<file path="src/rtl/cdq_pkg.sv">
// ----------------------------------------------------------------------------
// cdq_pkg
// Shared types and constants of the circular deque unit.
// ----------------------------------------------------------------------------
`default_nettype none

package cdq_pkg;

	localparam int DEPTH   = 16;
	localparam int IDX_W   = $clog2(DEPTH);
	localparam int CNT_W   = $clog2(DEPTH + 1);
	localparam int OP_W    = 2;
	localparam int DATA_W  = 32;
	localparam int STAT_W  = 2;
	localparam int COUNT_W = 5;

	typedef enum logic [OP_W-1:0] {
		OP_PUSH_FRONT = 2'd0,
		OP_PUSH_BACK  = 2'd1,
		OP_POP_FRONT  = 2'd2,
		OP_POP_BACK   = 2'd3
	} op_t;

	typedef enum logic [STAT_W-1:0] {
		ST_DONE      = 2'd0,
		ST_OVERFLOW  = 2'd1,
		ST_UNDERFLOW = 2'd2
	} status_t;

	typedef enum logic {
		CDQ_IDLE,
		CDQ_RESULT
	} state_t;

	typedef struct packed {
		logic exec;
		logic emit;
	} cmd_t;

	typedef struct packed {
		logic out_stall;
	} stat_t;

endpackage

`default_nettype wire

</file>
<file path="src/rtl/cdq_in_if.sv">
// ----------------------------------------------------------------------------
// cdq_in_if
// Operation channel of the circular deque unit.
// ----------------------------------------------------------------------------
`default_nettype none

interface cdq_in_if;

	logic                      valid;
	logic                      ready;
	logic [cdq_pkg::OP_W-1:0]  op;
	logic signed [cdq_pkg::DATA_W-1:0] value;

	modport source (output valid, output op, output value, input ready);
	modport sink   (input valid, input op, input value, output ready);

endinterface

`default_nettype wire

</file>
<file path="src/rtl/cdq_out_if.sv">
// ----------------------------------------------------------------------------
// cdq_out_if
// Result channel of the circular deque unit.
// ----------------------------------------------------------------------------
`default_nettype none

interface cdq_out_if;

	logic                                valid;
	logic                                ready;
	logic [cdq_pkg::STAT_W-1:0]          status;
	logic signed [cdq_pkg::DATA_W-1:0]   popped_value;
	logic [cdq_pkg::COUNT_W-1:0]         count;

	modport source (output valid, output status, output popped_value, output count,
		input ready);
	modport sink   (input valid, input status, input popped_value, input count,
		output ready);

endinterface

`default_nettype wire

</file>
<file path="src/rtl/cdq_ctrl.sv">
// ----------------------------------------------------------------------------
// cdq_ctrl
// Sequencer that takes one operation, waits for its ring read and hands the
// result to the output register.
// ----------------------------------------------------------------------------
`default_nettype none

module cdq_ctrl (
	input  wire logic           clk,
	input  wire logic           arst_n,
	input  wire logic           in_valid,
	output logic                in_ready,
	input  wire cdq_pkg::stat_t stat,
	output cdq_pkg::cmd_t       cmd
);

	cdq_pkg::state_t state_q;
	cdq_pkg::state_t state_next;

	always_ff @(posedge clk or negedge arst_n) begin
		if (!arst_n) begin
			state_q <= cdq_pkg::CDQ_IDLE;
		end else begin
			state_q <= state_next;
		end
	end

	always_comb begin
		state_next = state_q;
		case (state_q)
			cdq_pkg::CDQ_IDLE: begin
				if (in_valid) begin
					state_next = cdq_pkg::CDQ_RESULT;
				end
			end
			cdq_pkg::CDQ_RESULT: begin
				if (!stat.out_stall) begin
					state_next = cdq_pkg::CDQ_IDLE;
				end
			end
			default: begin
				state_next = cdq_pkg::CDQ_IDLE;
			end
		endcase
	end

	always_comb begin
		in_ready = 1'b0;
		cmd      = '0;
		case (state_q)
			cdq_pkg::CDQ_IDLE: begin
				in_ready = 1'b1;
				cmd.exec = in_valid;
			end
			cdq_pkg::CDQ_RESULT: begin
				cmd.emit = !stat.out_stall;
			end
			default: begin
				in_ready = 1'b0;
			end
		endcase
	end

endmodule

`default_nettype wire

</file>
<file path="src/rtl/cdq_dp.sv">
// ----------------------------------------------------------------------------
// cdq_dp
// Ring store, front and rear indices, element count and output register.
// ----------------------------------------------------------------------------
`default_nettype none

module cdq_dp (
	input  wire logic                          clk,
	input  wire logic                          arst_n,
	input  wire cdq_pkg::cmd_t                 cmd,
	output cdq_pkg::stat_t                     stat,
	input  wire logic [cdq_pkg::OP_W-1:0]      op,
	input  wire logic signed [cdq_pkg::DATA_W-1:0] value,
	output logic                               out_valid,
	input  wire logic                          out_ready,
	output logic [cdq_pkg::STAT_W-1:0]         out_status,
	output logic signed [cdq_pkg::DATA_W-1:0]  out_popped_value,
	output logic [cdq_pkg::COUNT_W-1:0]        out_count
);

	localparam logic [cdq_pkg::IDX_W-1:0] LAST_IDX = cdq_pkg::IDX_W'(cdq_pkg::DEPTH - 1);
	localparam logic [cdq_pkg::CNT_W-1:0] FULL_CNT = cdq_pkg::CNT_W'(cdq_pkg::DEPTH);

	logic [cdq_pkg::DATA_W-1:0] mem [cdq_pkg::DEPTH];
	logic [cdq_pkg::DATA_W-1:0] rdata_q;

	logic [cdq_pkg::IDX_W-1:0] front_q;
	logic [cdq_pkg::IDX_W-1:0] rear_q;
	logic                      empty_q;
	logic [cdq_pkg::CNT_W-1:0] count_q;
	cdq_pkg::status_t          status_q;
	logic                      pop_ok_q;

	logic                               out_valid_q;
	cdq_pkg::status_t                   out_status_q;
	logic [cdq_pkg::DATA_W-1:0]         out_value_q;
	logic [cdq_pkg::COUNT_W-1:0]        out_count_q;

	cdq_pkg::op_t              op_c;
	logic                      is_push;
	logic                      full;
	logic [cdq_pkg::IDX_W-1:0] front_inc;
	logic [cdq_pkg::IDX_W-1:0] front_dec;
	logic [cdq_pkg::IDX_W-1:0] rear_inc;
	logic [cdq_pkg::IDX_W-1:0] rear_dec;
	logic [cdq_pkg::IDX_W-1:0] front_next;
	logic [cdq_pkg::IDX_W-1:0] rear_next;
	logic                      empty_next;
	logic [cdq_pkg::CNT_W-1:0] count_next;
	cdq_pkg::status_t          status_next;
	logic                      pop_ok_next;
	logic                      wen;
	logic [cdq_pkg::IDX_W-1:0] waddr;
	logic                      ren;
	logic [cdq_pkg::IDX_W-1:0] raddr;

	assign op_c      = cdq_pkg::op_t'(op);
	assign is_push   = (op_c == cdq_pkg::OP_PUSH_FRONT) || (op_c == cdq_pkg::OP_PUSH_BACK);
	assign full      = (count_q == FULL_CNT);
	assign front_inc = (front_q == LAST_IDX) ? '0 : front_q + 1'b1;
	assign front_dec = (front_q == '0) ? LAST_IDX : front_q - 1'b1;
	assign rear_inc  = (rear_q == LAST_IDX) ? '0 : rear_q + 1'b1;
	assign rear_dec  = (rear_q == '0) ? LAST_IDX : rear_q - 1'b1;

	always_comb begin
		front_next  = front_q;
		rear_next   = rear_q;
		empty_next  = empty_q;
		count_next  = count_q;
		status_next = cdq_pkg::ST_DONE;
		pop_ok_next = 1'b0;
		wen         = 1'b0;
		waddr       = '0;
		ren         = 1'b0;
		raddr       = front_q;
		if (is_push) begin
			if (full) begin
				status_next = cdq_pkg::ST_OVERFLOW;
			end else begin
				wen        = 1'b1;
				empty_next = 1'b0;
				count_next = count_q + 1'b1;
				if (empty_q) begin
					front_next = '0;
					rear_next  = '0;
					waddr      = '0;
				end else if (op_c == cdq_pkg::OP_PUSH_FRONT) begin
					front_next = front_dec;
					waddr      = front_dec;
				end else begin
					rear_next = rear_inc;
					waddr     = rear_inc;
				end
			end
		end else begin
			if (empty_q) begin
				status_next = cdq_pkg::ST_UNDERFLOW;
			end else begin
				ren         = 1'b1;
				pop_ok_next = 1'b1;
				count_next  = count_q - 1'b1;
				raddr       = (op_c == cdq_pkg::OP_POP_FRONT) ? front_q : rear_q;
				if (front_q == rear_q) begin
					empty_next = 1'b1;
				end else if (op_c == cdq_pkg::OP_POP_FRONT) begin
					front_next = front_inc;
				end else begin
					rear_next = rear_dec;
				end
			end
		end
	end

	always_ff @(posedge clk) begin
		if (cmd.exec && wen) begin
			mem[waddr] <= value;
		end
		if (cmd.exec && ren) begin
			rdata_q <= mem[raddr];
		end
	end

	always_ff @(posedge clk or negedge arst_n) begin
		if (!arst_n) begin
			front_q  <= '0;
			rear_q   <= '0;
			empty_q  <= 1'b1;
			count_q  <= '0;
			status_q <= cdq_pkg::ST_DONE;
			pop_ok_q <= 1'b0;
		end else if (cmd.exec) begin
			front_q  <= front_next;
			rear_q   <= rear_next;
			empty_q  <= empty_next;
			count_q  <= count_next;
			status_q <= status_next;
			pop_ok_q <= pop_ok_next;
		end
	end

	always_ff @(posedge clk or negedge arst_n) begin
		if (!arst_n) begin
			out_valid_q <= 1'b0;
		end else if (cmd.emit) begin
			out_valid_q <= 1'b1;
		end else if (out_ready) begin
			out_valid_q <= 1'b0;
		end
	end

	always_ff @(posedge clk) begin
		if (cmd.emit) begin
			out_status_q <= status_q;
			out_value_q  <= pop_ok_q ? rdata_q : '0;
			out_count_q  <= cdq_pkg::COUNT_W'(count_q);
		end
	end

	assign stat.out_stall  = out_valid_q && !out_ready;
	assign out_valid        = out_valid_q;
	assign out_status       = out_status_q;
	assign out_popped_value = out_value_q;
	assign out_count        = out_count_q;

	a_count_bound: assert property (@(posedge clk) disable iff (!arst_n)
		count_q <= FULL_CNT)
		else $error("Element count exceeds the ring depth.");

	a_empty_count: assert property (@(posedge clk) disable iff (!arst_n)
		empty_q == (count_q == '0))
		else $error("Empty flag disagrees with the element count.");

	a_overflow: assert property (@(posedge clk) disable iff (!arst_n)
		cmd.exec && is_push && full |=> status_q == cdq_pkg::ST_OVERFLOW && $stable(count_q))
		else $error("Push onto a full ring did not report overflow.");

	a_underflow: assert property (@(posedge clk) disable iff (!arst_n)
		cmd.exec && !is_push && empty_q |=> status_q == cdq_pkg::ST_UNDERFLOW && empty_q)
		else $error("Pop from an empty ring did not report underflow.");

	a_emit_valid: assert property (@(posedge clk) disable iff (!arst_n)
		cmd.emit |=> out_valid_q)
		else $error("Result was loaded but not presented.");

endmodule

`default_nettype wire

</file>
<file path="src/rtl/circular_deque_unit.sv">
// ----------------------------------------------------------------------------
// circular_deque_unit
// Double-ended queue of signed 32-bit words held in a ring of DEPTH slots.
//
// The in channel carries an operation (push front, push back, pop front,
// pop back) and a value that only pushes use. Every operation gives one
// result on the out channel: a status (done, overflow, underflow), the
// popped value (zero unless a pop succeeded) and the element count after
// the operation. A push onto a full ring and a pop from an empty ring
// leave the contents unchanged.
// An operation is taken when the unit is idle. Its ring read, status and
// count are registered at the transfer edge, and the result enters the
// output register in the sequencer's result state once the output is not
// stalled; no new operation is taken before then.
// The next operation is taken while the previous result still waits.
// If the receiver stalls, the finished result waits in datapath registers
// until the output register frees up, and no further operation is taken.
// Reset empties the deque and clears the output valid; the ring store
// itself is not cleared, since no slot is read before a push has written it.
// ----------------------------------------------------------------------------
`default_nettype none

module circular_deque_unit (
	input  wire logic  clk,
	input  wire logic  arst_n,
	cdq_in_if.sink     in_ch,
	cdq_out_if.source  out_ch
);

	cdq_pkg::cmd_t  cmd;
	cdq_pkg::stat_t stat;

	cdq_ctrl u_ctrl (
		.clk      (clk),
		.arst_n   (arst_n),
		.in_valid (in_ch.valid),
		.in_ready (in_ch.ready),
		.stat     (stat),
		.cmd      (cmd)
	);

	cdq_dp u_dp (
		.clk              (clk),
		.arst_n           (arst_n),
		.cmd              (cmd),
		.stat             (stat),
		.op               (in_ch.op),
		.value            (in_ch.value),
		.out_valid        (out_ch.valid),
		.out_ready        (out_ch.ready),
		.out_status       (out_ch.status),
		.out_popped_value (out_ch.popped_value),
		.out_count        (out_ch.count)
	);

endmodule

`default_nettype wire

</file>
<file path="src/flat_wrapper.sv">
// flat-port wrapper written by rule: the top's interface ports become plain ports
module circular_deque_unit_flat 
  (clk, arst_n, in_ch_valid, in_ch_op, in_ch_value, in_ch_ready, out_ch_valid, out_ch_status, out_ch_popped_value, out_ch_count, out_ch_ready);
  cdq_in_if in_ch_i ();
  cdq_out_if out_ch_i ();
  input  wire logic clk;
  input  wire logic arst_n;
  input wire logic [$bits(in_ch_i.valid)-1:0] in_ch_valid;
  input wire logic [$bits(in_ch_i.op)-1:0] in_ch_op;
  input wire logic [$bits(in_ch_i.value)-1:0] in_ch_value;
  output wire logic [$bits(in_ch_i.ready)-1:0] in_ch_ready;
  output wire logic [$bits(out_ch_i.valid)-1:0] out_ch_valid;
  output wire logic [$bits(out_ch_i.status)-1:0] out_ch_status;
  output wire logic [$bits(out_ch_i.popped_value)-1:0] out_ch_popped_value;
  output wire logic [$bits(out_ch_i.count)-1:0] out_ch_count;
  input wire logic [$bits(out_ch_i.ready)-1:0] out_ch_ready;
  assign in_ch_i.valid = in_ch_valid;
  assign in_ch_i.op = in_ch_op;
  assign in_ch_i.value = in_ch_value;
  assign in_ch_ready = in_ch_i.ready;
  assign out_ch_valid = out_ch_i.valid;
  assign out_ch_status = out_ch_i.status;
  assign out_ch_popped_value = out_ch_i.popped_value;
  assign out_ch_count = out_ch_i.count;
  assign out_ch_i.ready = out_ch_ready;
  circular_deque_unit u_core (.clk(clk), .arst_n(arst_n), .in_ch(in_ch_i), .out_ch(out_ch_i));
endmodule
</file>
<file path="config.mk">
export PLATFORM = sky130hd
export DESIGN_NAME = circular_deque_unit_flat
export DESIGN_NICKNAME = d
export VERILOG_FILES = /design/src/rtl/cdq_pkg.sv /design/src/rtl/cdq_in_if.sv /design/src/rtl/cdq_out_if.sv /design/src/rtl/cdq_ctrl.sv /design/src/rtl/cdq_dp.sv /design/src/rtl/circular_deque_unit.sv /design/src/flat_wrapper.sv
export SDC_FILE = /design/constraint.sdc
export NUM_CORES = 1
export LEC_CHECK = 0
export ABC_CLOCK_PERIOD_IN_PS = 10300
export BUFFER_PORTS_ARGS = -buffer_cell sky130_fd_sc_hd__buf_2
export CAP_MARGIN = 20
export CORE_MARGIN = 4
export CORE_UTILIZATION = 42
export CTS_CLUSTER_SIZE = 30
export DETAILED_ROUTE_END_ITERATION = 8
export MAX_ROUTING_LAYER = met4
export PLACE_DENSITY_LB_ADDON = 0.1
export SYNTH_ARGS = -nofsm -noshare
export SYNTH_HDL_FRONTEND = slang
export SYNTH_SLANG_ARGS = --single-unit
</file>
<file path="constraint.sdc">
create_clock -name clk -period 10.3 [get_ports clk]
set_clock_uncertainty 0.1 [all_clocks]
set_input_delay 0.515 -clock clk [delete_from_list [all_inputs] [get_ports clk]]
set_output_delay 0.515 -clock clk [all_outputs]
set_load 0.01 [all_outputs]
</file>
# ---- After elaboration in Yosys (flattened, before gate mapping)
# Memory sizes are Yosys's and may differ from the RTL's. A register that Yosys moved wholly into a read port is not among the register bits.
# Cells that the tools add are included.
dict set report totals {
  register_bits 58
  ram_bits 512
  inputBits 38
  output_inout_bits 41
  word_cells 95
  mem_count 1
}
# name words word_bits rd rd_ports_with_merged_regs write_ports line_no
set mem_list {}
lappend mem_list {u_core.u_dp.mem 16 32 1 1 1 cdq_dp.sv:24} ;# logic [cdq_pkg::DATA_W-1:0] mem [cdq_pkg::DEPTH];
dict set report op_classes {
  add_sub_neg 6
  eq_ne 12
  mux 49
  bitwise_logic 1
  reduce_logical 15
}
# operator count
set ops {}
lappend ops {{2-to-1 mux 4 bit} 25}
lappend ops {{2-to-1 mux 1 bit} 18}
lappend ops {{2-to-1 mux 5 bit} 3}
lappend ops {{AND reduction 6 bit} 2}
lappend ops {{adder 4 x 1 -> 4 bit, second input constant} 2}
lappend ops {{== test 4 bit, second input constant} 2}
lappend ops {{zero test 4 bit} 2}
lappend ops {{subtractor 4 x 1 -> 4 bit, second input constant} 2}
lappend ops {{!= test 2 bit, second input constant} 3}
lappend ops {{adder 5 x 1 -> 5 bit, second input constant} 1}
lappend ops {{== test 5 bit, second input constant} 1}
lappend ops {{subtractor 5 x 1 -> 5 bit, second input constant} 1}
lappend ops {{== test 4 bit} 1}
lappend ops {{2-to-1 mux 2 bit} 2}
lappend ops {{nonzero test 2 bit} 2}
lappend ops {{logical AND 1 bit} 3}
lappend ops {{!= test 3 x 2 -> 1 bit, second input constant} 1}
lappend ops {{!= test 3 bit, second input constant} 1}
lappend ops {{AND reduction 3 bit} 1}
lappend ops {{== test 2 x 1 -> 1 bit, second input constant} 1}
lappend ops {{== test 2 bit, second input constant} 1}
lappend ops {{zero test 1 bit} 2}
lappend ops {{zero test 2 bit} 1}
lappend ops {{!= test 2 x 1 -> 1 bit, second input constant} 1}
lappend ops {{4 further kinds} 4}

# ---- Longest topological paths before layout
dict set report logic_depth {
  ltp_word 6
  mapped_depth 11
  mapped_depth_nobuf 7
}

# ---- Hierarchy
# Synthesis repeated with hierarchy kept, for this count alone.
dict set report unflattened {
  hier_cells 1502
  area_unflattened_um2 26869.5
}
# module instances cells_per_inst area_per_inst_um2 seq_area_each_um2
set modules_own_cells {}
lappend modules_own_cells {cdq_dp 1 1497 26812.0 17958.5}
lappend modules_own_cells {cdq_ctrl 1 5 57.6 25.0}

# ---- Worst setup path after synthesis
# OpenSTA, ideal clock, no wires.
dict set report synth_path {
  kind {flip-flop to flip-flop}
  startpoint {register u_core.u_dp.front_q[1] in the netlist's numbering}
  endpoint {memory u_core.u_dp.mem[0][0] in the netlist's numbering, enable pin}
  setup_time_ns 0.421
  arrival_time_ns 3.475
  required_time_ns 9.779
  slack_ns 6.304
  stages_incl_launch_ff 12
  path_buffers 4
  period_less_slack_ns 3.996
  cell_sequence {dfrtp_1 > buf_4 > buf_6 > buf_8 > buf_2 > inv_2 > ha_1 > nor3b_1 > o21ai_1 > a31oi_1 > or3_1 > nor2_1}
}
dict set report synth_between {
  elab_chain_cells 6
  word_cells_on_any_way 7
  cone_classes {add/sub (1); mux (5); reduce/logical (1)}
}
# item line_no
set synth_rtl {}
lappend synth_rtl {{start: declaration} cdq_dp.sv:27} ;# logic [cdq_pkg::IDX_W-1:0] front_q;
lappend synth_rtl {{start signal: assignment} cdq_dp.sv:132} ;# front_q <= front_next;
lappend synth_rtl {{subtractor 4 x 1 -> 4 bit / zero test 4 bit (equally long branches)} cdq_dp.sv:61} ;# assign front_dec = (front_q == '0) ? LAST_IDX : front_q - 1'b1;
lappend synth_rtl {{2-to-1 mux 4 bit (*)} cdq_dp.sv:61}
lappend synth_rtl {{2-to-1 mux 4 bit (*)} cdq_dp.sv:87} ;# end else if (op_c == cdq_pkg::OP_PUSH_FRONT) begin
lappend synth_rtl {{2-to-1 mux 4 bit (*)} cdq_dp.sv:83} ;# if (empty_q) begin
lappend synth_rtl {{2-to-1 mux 4 bit (*)} cdq_dp.sv:77} ;# if (full) begin
lappend synth_rtl {{2-to-1 mux 4 bit (*)} cdq_dp.sv:76} ;# if (is_push) begin
lappend synth_rtl {{end: declaration} cdq_dp.sv:24}
# Mark *: on every way between the ends. The rest lies on a longest branch, timed or not.

# ---- Worst setup path in the final report
dict set report layout_path {
  startpoint {register u_core.u_dp.empty_q}
  endpoint {register u_core.u_dp.rdata_q[30] in the netlist's numbering (read register of u_core.u_dp.mem), data pin}
}
dict set report layout_between {
  elab_chain_cells 3
  word_cells_on_any_way 5
  cone_classes {mux (4); reduce/logical (1)}
}
# item line_no
set layout_rtl {}
lappend layout_rtl {{start: declaration} cdq_dp.sv:29} ;# logic empty_q;
lappend layout_rtl {{start signal: assignment} cdq_dp.sv:134} ;# empty_q <= empty_next;
lappend layout_rtl {{2-to-1 mux 1 bit} cdq_dp.sv:96} ;# if (empty_q) begin
lappend layout_rtl {{2-to-1 mux 1 bit} cdq_dp.sv:76}
lappend layout_rtl {{logical AND 1 bit} cdq_dp.sv:118} ;# if (cmd.exec && ren) begin
lappend layout_rtl {{end: declaration} cdq_dp.sv:25} ;# logic [cdq_pkg::DATA_W-1:0] rdata_q;
# Several ways; a longest one is shown, not always the timed one.
# A chain may end at the register's enable or synchronous reset.

==> impl_metrics.env <==
export IMPL_synth_edf_count=583
export IMPL_grt_pass1_vias=15300
export IMPL_layout_min_cycle_time_ps=4420
export IMPL_highest_layer="met4"
export IMPL_viasPerCell=6.08
export IMPL_rsz0062_at_grt="no"
export IMPL_design_die_area_um2=68300
export IMPL_drc=0
export IMPL_syn_num_nets=1519
export IMPL_netlist_instances=1472
export IMPL_finalCritPeriodShare=0.429
export IMPL_area_growth_pct=12.2
export IMPL_dr_wl_met2_mm=36.1
export IMPL_wl_per_cell_um=29.4
export IMPL_path_clk_slew_ps=60
export IMPL_antenna_found_initial=2
export IMPL_die_w_um=261
export IMPL_drtPass1Iterations=5
export IMPL_initial_core_util=0.426
export IMPL_cts_buffer_depth=3
export IMPL_crit_start="u_core.u_dp.empty_q"
export IMPL_p_per_area_nw_per_um2=258
export IMPL_first_iter_violations=1418
export IMPL_routed_wl_mm=71.6
export IMPL_io_buffer_count=78
export IMPL_nets=1591
export IMPL_core_um2=63300
export IMPL_worst_setup_path_type="reg -> reg"
export IMPL_end_kind="register"
export IMPL_ios=79
export IMPL_synth_ff_type="edfxtp_1"
export IMPL_worst_pin_slew_ps=1180
export IMPL_arrival_ps=4620
export IMPL_slew_headroom=0.212
export IMPL_slew_violations=0
export IMPL_routabilityCongestion=0.762
export IMPL_ys_types=61
export IMPL_dr_wl_met3_mm=3.97
export IMPL_yosysWarnings=0
export IMPL_grt_pass1_wl_mm=105
export IMPL_hpwl_mm=37.5
export IMPL_synth_async_reset_ratio=0.0316
export IMPL_max_stage_delay_ps=1080
export IMPL_hold_viol=0
export IMPL_die_h_um=261
export IMPL_cts_resized_gates=0
export IMPL_finalSetupViolCount=0
export IMPL_row_count=92
export IMPL_synth_seq_cells=602
export IMPL_crit_path_start_kind="register"
export IMPL_reg2reg_slack_ps=5880
export IMPL_required_ps=10500
export IMPL_fin_ws_ps=5880
export IMPL_path_common_cell="buf_4"
export IMPL_cp_slowest_cell="and2_2"
export IMPL_grt_max_degree=66
export IMPL_status="finished clean"
export IMPL_syn_area_um2=27000
export IMPL_rr_endpoint="u_core.u_dp.rdata_q[30]"
export IMPL_cts_root_buf="clkbuf_16"
export IMPL_cts_max_level=3
export IMPL_maxCapViolCount=0
export IMPL_dp_slack_ps=5780
export IMPL_peakVddDrop_v=0.000167
export IMPL_cp_max_fo=49
export IMPL_crit_path_cell_trace="and3b_4, buf_4, nand2_2, buf_4, and2_2, a311o_1, o41ai_1"
export IMPL_rr_worst_depth=7
export IMPL_r2r_start="u_core.u_dp.empty_q"
export IMPL_vias=14800
export IMPL_clkLatencyLatePin_ps=600
export IMPL_postRouteAntennaNets=0
export IMPL_final_layout_size_suffix_gt1_frac=0.290
export IMPL_synth_area_per_cell_um2=18.3
export IMPL_leakagePower_nw=9.65
export IMPL_grt_overflow_total=0
export IMPL_cts_tree="done"
export IMPL_met1_length_mm=30.5
export IMPL_fin_tns_setup_ps=0
export IMPL_critPathCapture="u_core.u_dp.rdata_q[30]"
export IMPL_clkSinkCount=602
export IMPL_numCtsBuffers=66
export IMPL_fmax_mhz=226
export IMPL_yosysSeqAreaShare=0.667
export IMPL_min_delay_path_class="in -> reg"
export IMPL_track_usage=0.218
logic make-up (layout without fill, tap and decap cells):
kind of cell | after synthesis | count (layout) | share of synthesized area
compound gates | 254 | 254 | 0.0764
mux | 260 | 260 | 0.186
other cells | 0 | 2 | 0
xor+xnor | 10 | 10 | 0.00325
fa+ha+maj | 9 | 9 | 0.00445
flops | 602 | 602 | 0.667
buf+inv | 128 | 244 | 0.0242
simple gates | 209 | 209 | 0.0385
sequential cells by signal, summed over array words and instances (netlist names):
signal,flops
u_core.u_dp.rear_q,4
u_core.u_dp.front_q,4
u_core.u_dp.pop_ok_q,1
u_core.u_dp.count_q,5
u_core.u_dp.mem,512
u_core.u_dp.out_status,2
u_core.u_dp.status_q,2
u_core.u_dp.rdata_q,32
u_core.u_dp.out_count,5
u_core.u_dp.empty_q,1
u_core.u_dp.out_valid,1
u_core.u_dp.out_popped_value,32
u_core.u_ctrl.state_q,1
layer usage:
layer  global-route usage  vias to the layer above
met5                    -                        -
li1                     -                     6340
met4               0.0498                        0
met3               0.0332                       82
met2                0.360                      428
met1                0.290                     7970
synthesized netlist by cell type (29+ instances only):
cell,n,area (um^2)
mux4_2,192,4320
o22ai_1,66,413
o31ai_2,29,363
and2_1,34,213
edfxtp_1,583,17500
nor2b_1,31,194
mux2i_1,66,661
nand2_1,86,323
a311o_1,33,330
clkbuf_1,45,169
a211oi_1,35,263
a221o_1,31,310
buf_2,47,235
layout make-up:
cell class	instances	area, um^2
Antenna cell	2	5.00
Clock buffer	84	1760
Clock inverter	28	169
Fill cell	5352	33100
Inverter	15	56.3
Multi-Input combinational cell	742	8490
Sequential cell	602	18000
Tap cell	846	1060
Timing Repair Buffer	117	698
report_power, final:
part	switching [mW]	leakage [nW]	internal, mW
sequential	0.215	5.50	2.90
clock	0.941	0.942	1.23
combinational	1.37	3.20	1.15
worst max-delay path: cells and delay by family, from the launching register on:
family                 cells  cell delay, ps
DFF                        1             660
and+or+nand+nor            3            1800
buffers and inverters      2            1090
AOI/OAI and AO/OA          2             380
repair_timing:
item | CTS | global route
setup endpoints to repair | 0 | 0
hold endpoints to repair | 18 | 0
setup buffers | 0 | 0
hold buffers | 1 | 0
worst min path at each step:
stage | from | cells after the start | endpoint
after floorplan | arst_n | 0 | u_core.u_ctrl.state_q
after global placement | u_core.u_dp.status_q[1] | 0 | u_core.u_dp.out_status[1]
after detailed placement | u_core.u_dp.status_q[1] | 0 | u_core.u_dp.out_status[1]
after CTS | out_ch_ready | 3 | u_core.u_dp.out_valid
after global routing | out_ch_ready | 3 | u_core.u_dp.out_valid
final | out_ch_ready | 3 | u_core.u_dp.out_valid
cells in the final DEF (no fill, tap or decap), drive strengths merged, types with 16 or more instances in the layout:
cell,Yosys,routed
buf,66,116
o31ai,36,36
nand2,86,86
a211oi,35,35
o21ai,17,17
dfrtp,18,18
a221o,31,31
a311o,33,33
clkbuf,47,84
nor2,24,24
mux4,192,192
mux2i,68,68
o22ai,66,66
clkinv,0,24
inv,15,16
a21oi,17,17
and2,34,34
nor2b,31,31
edfxtp,583,583
stage by stage:
step	area (um^2)	power, mW	util	hold WS (ps)	instances
after global placement	28300	5.71	0.447	340	2321
after floorplan	27000	5.02	-	119	1472
final	30200	7.81	0.478	124	2436
after CTS	30200	7.90	0.478	85.0	2434
after detailed placement	28300	5.72	0.447	346	2321
after global routing	30200	8.18	0.478	137	2436
No activity file was read; power rests on OpenSTA's default activity.
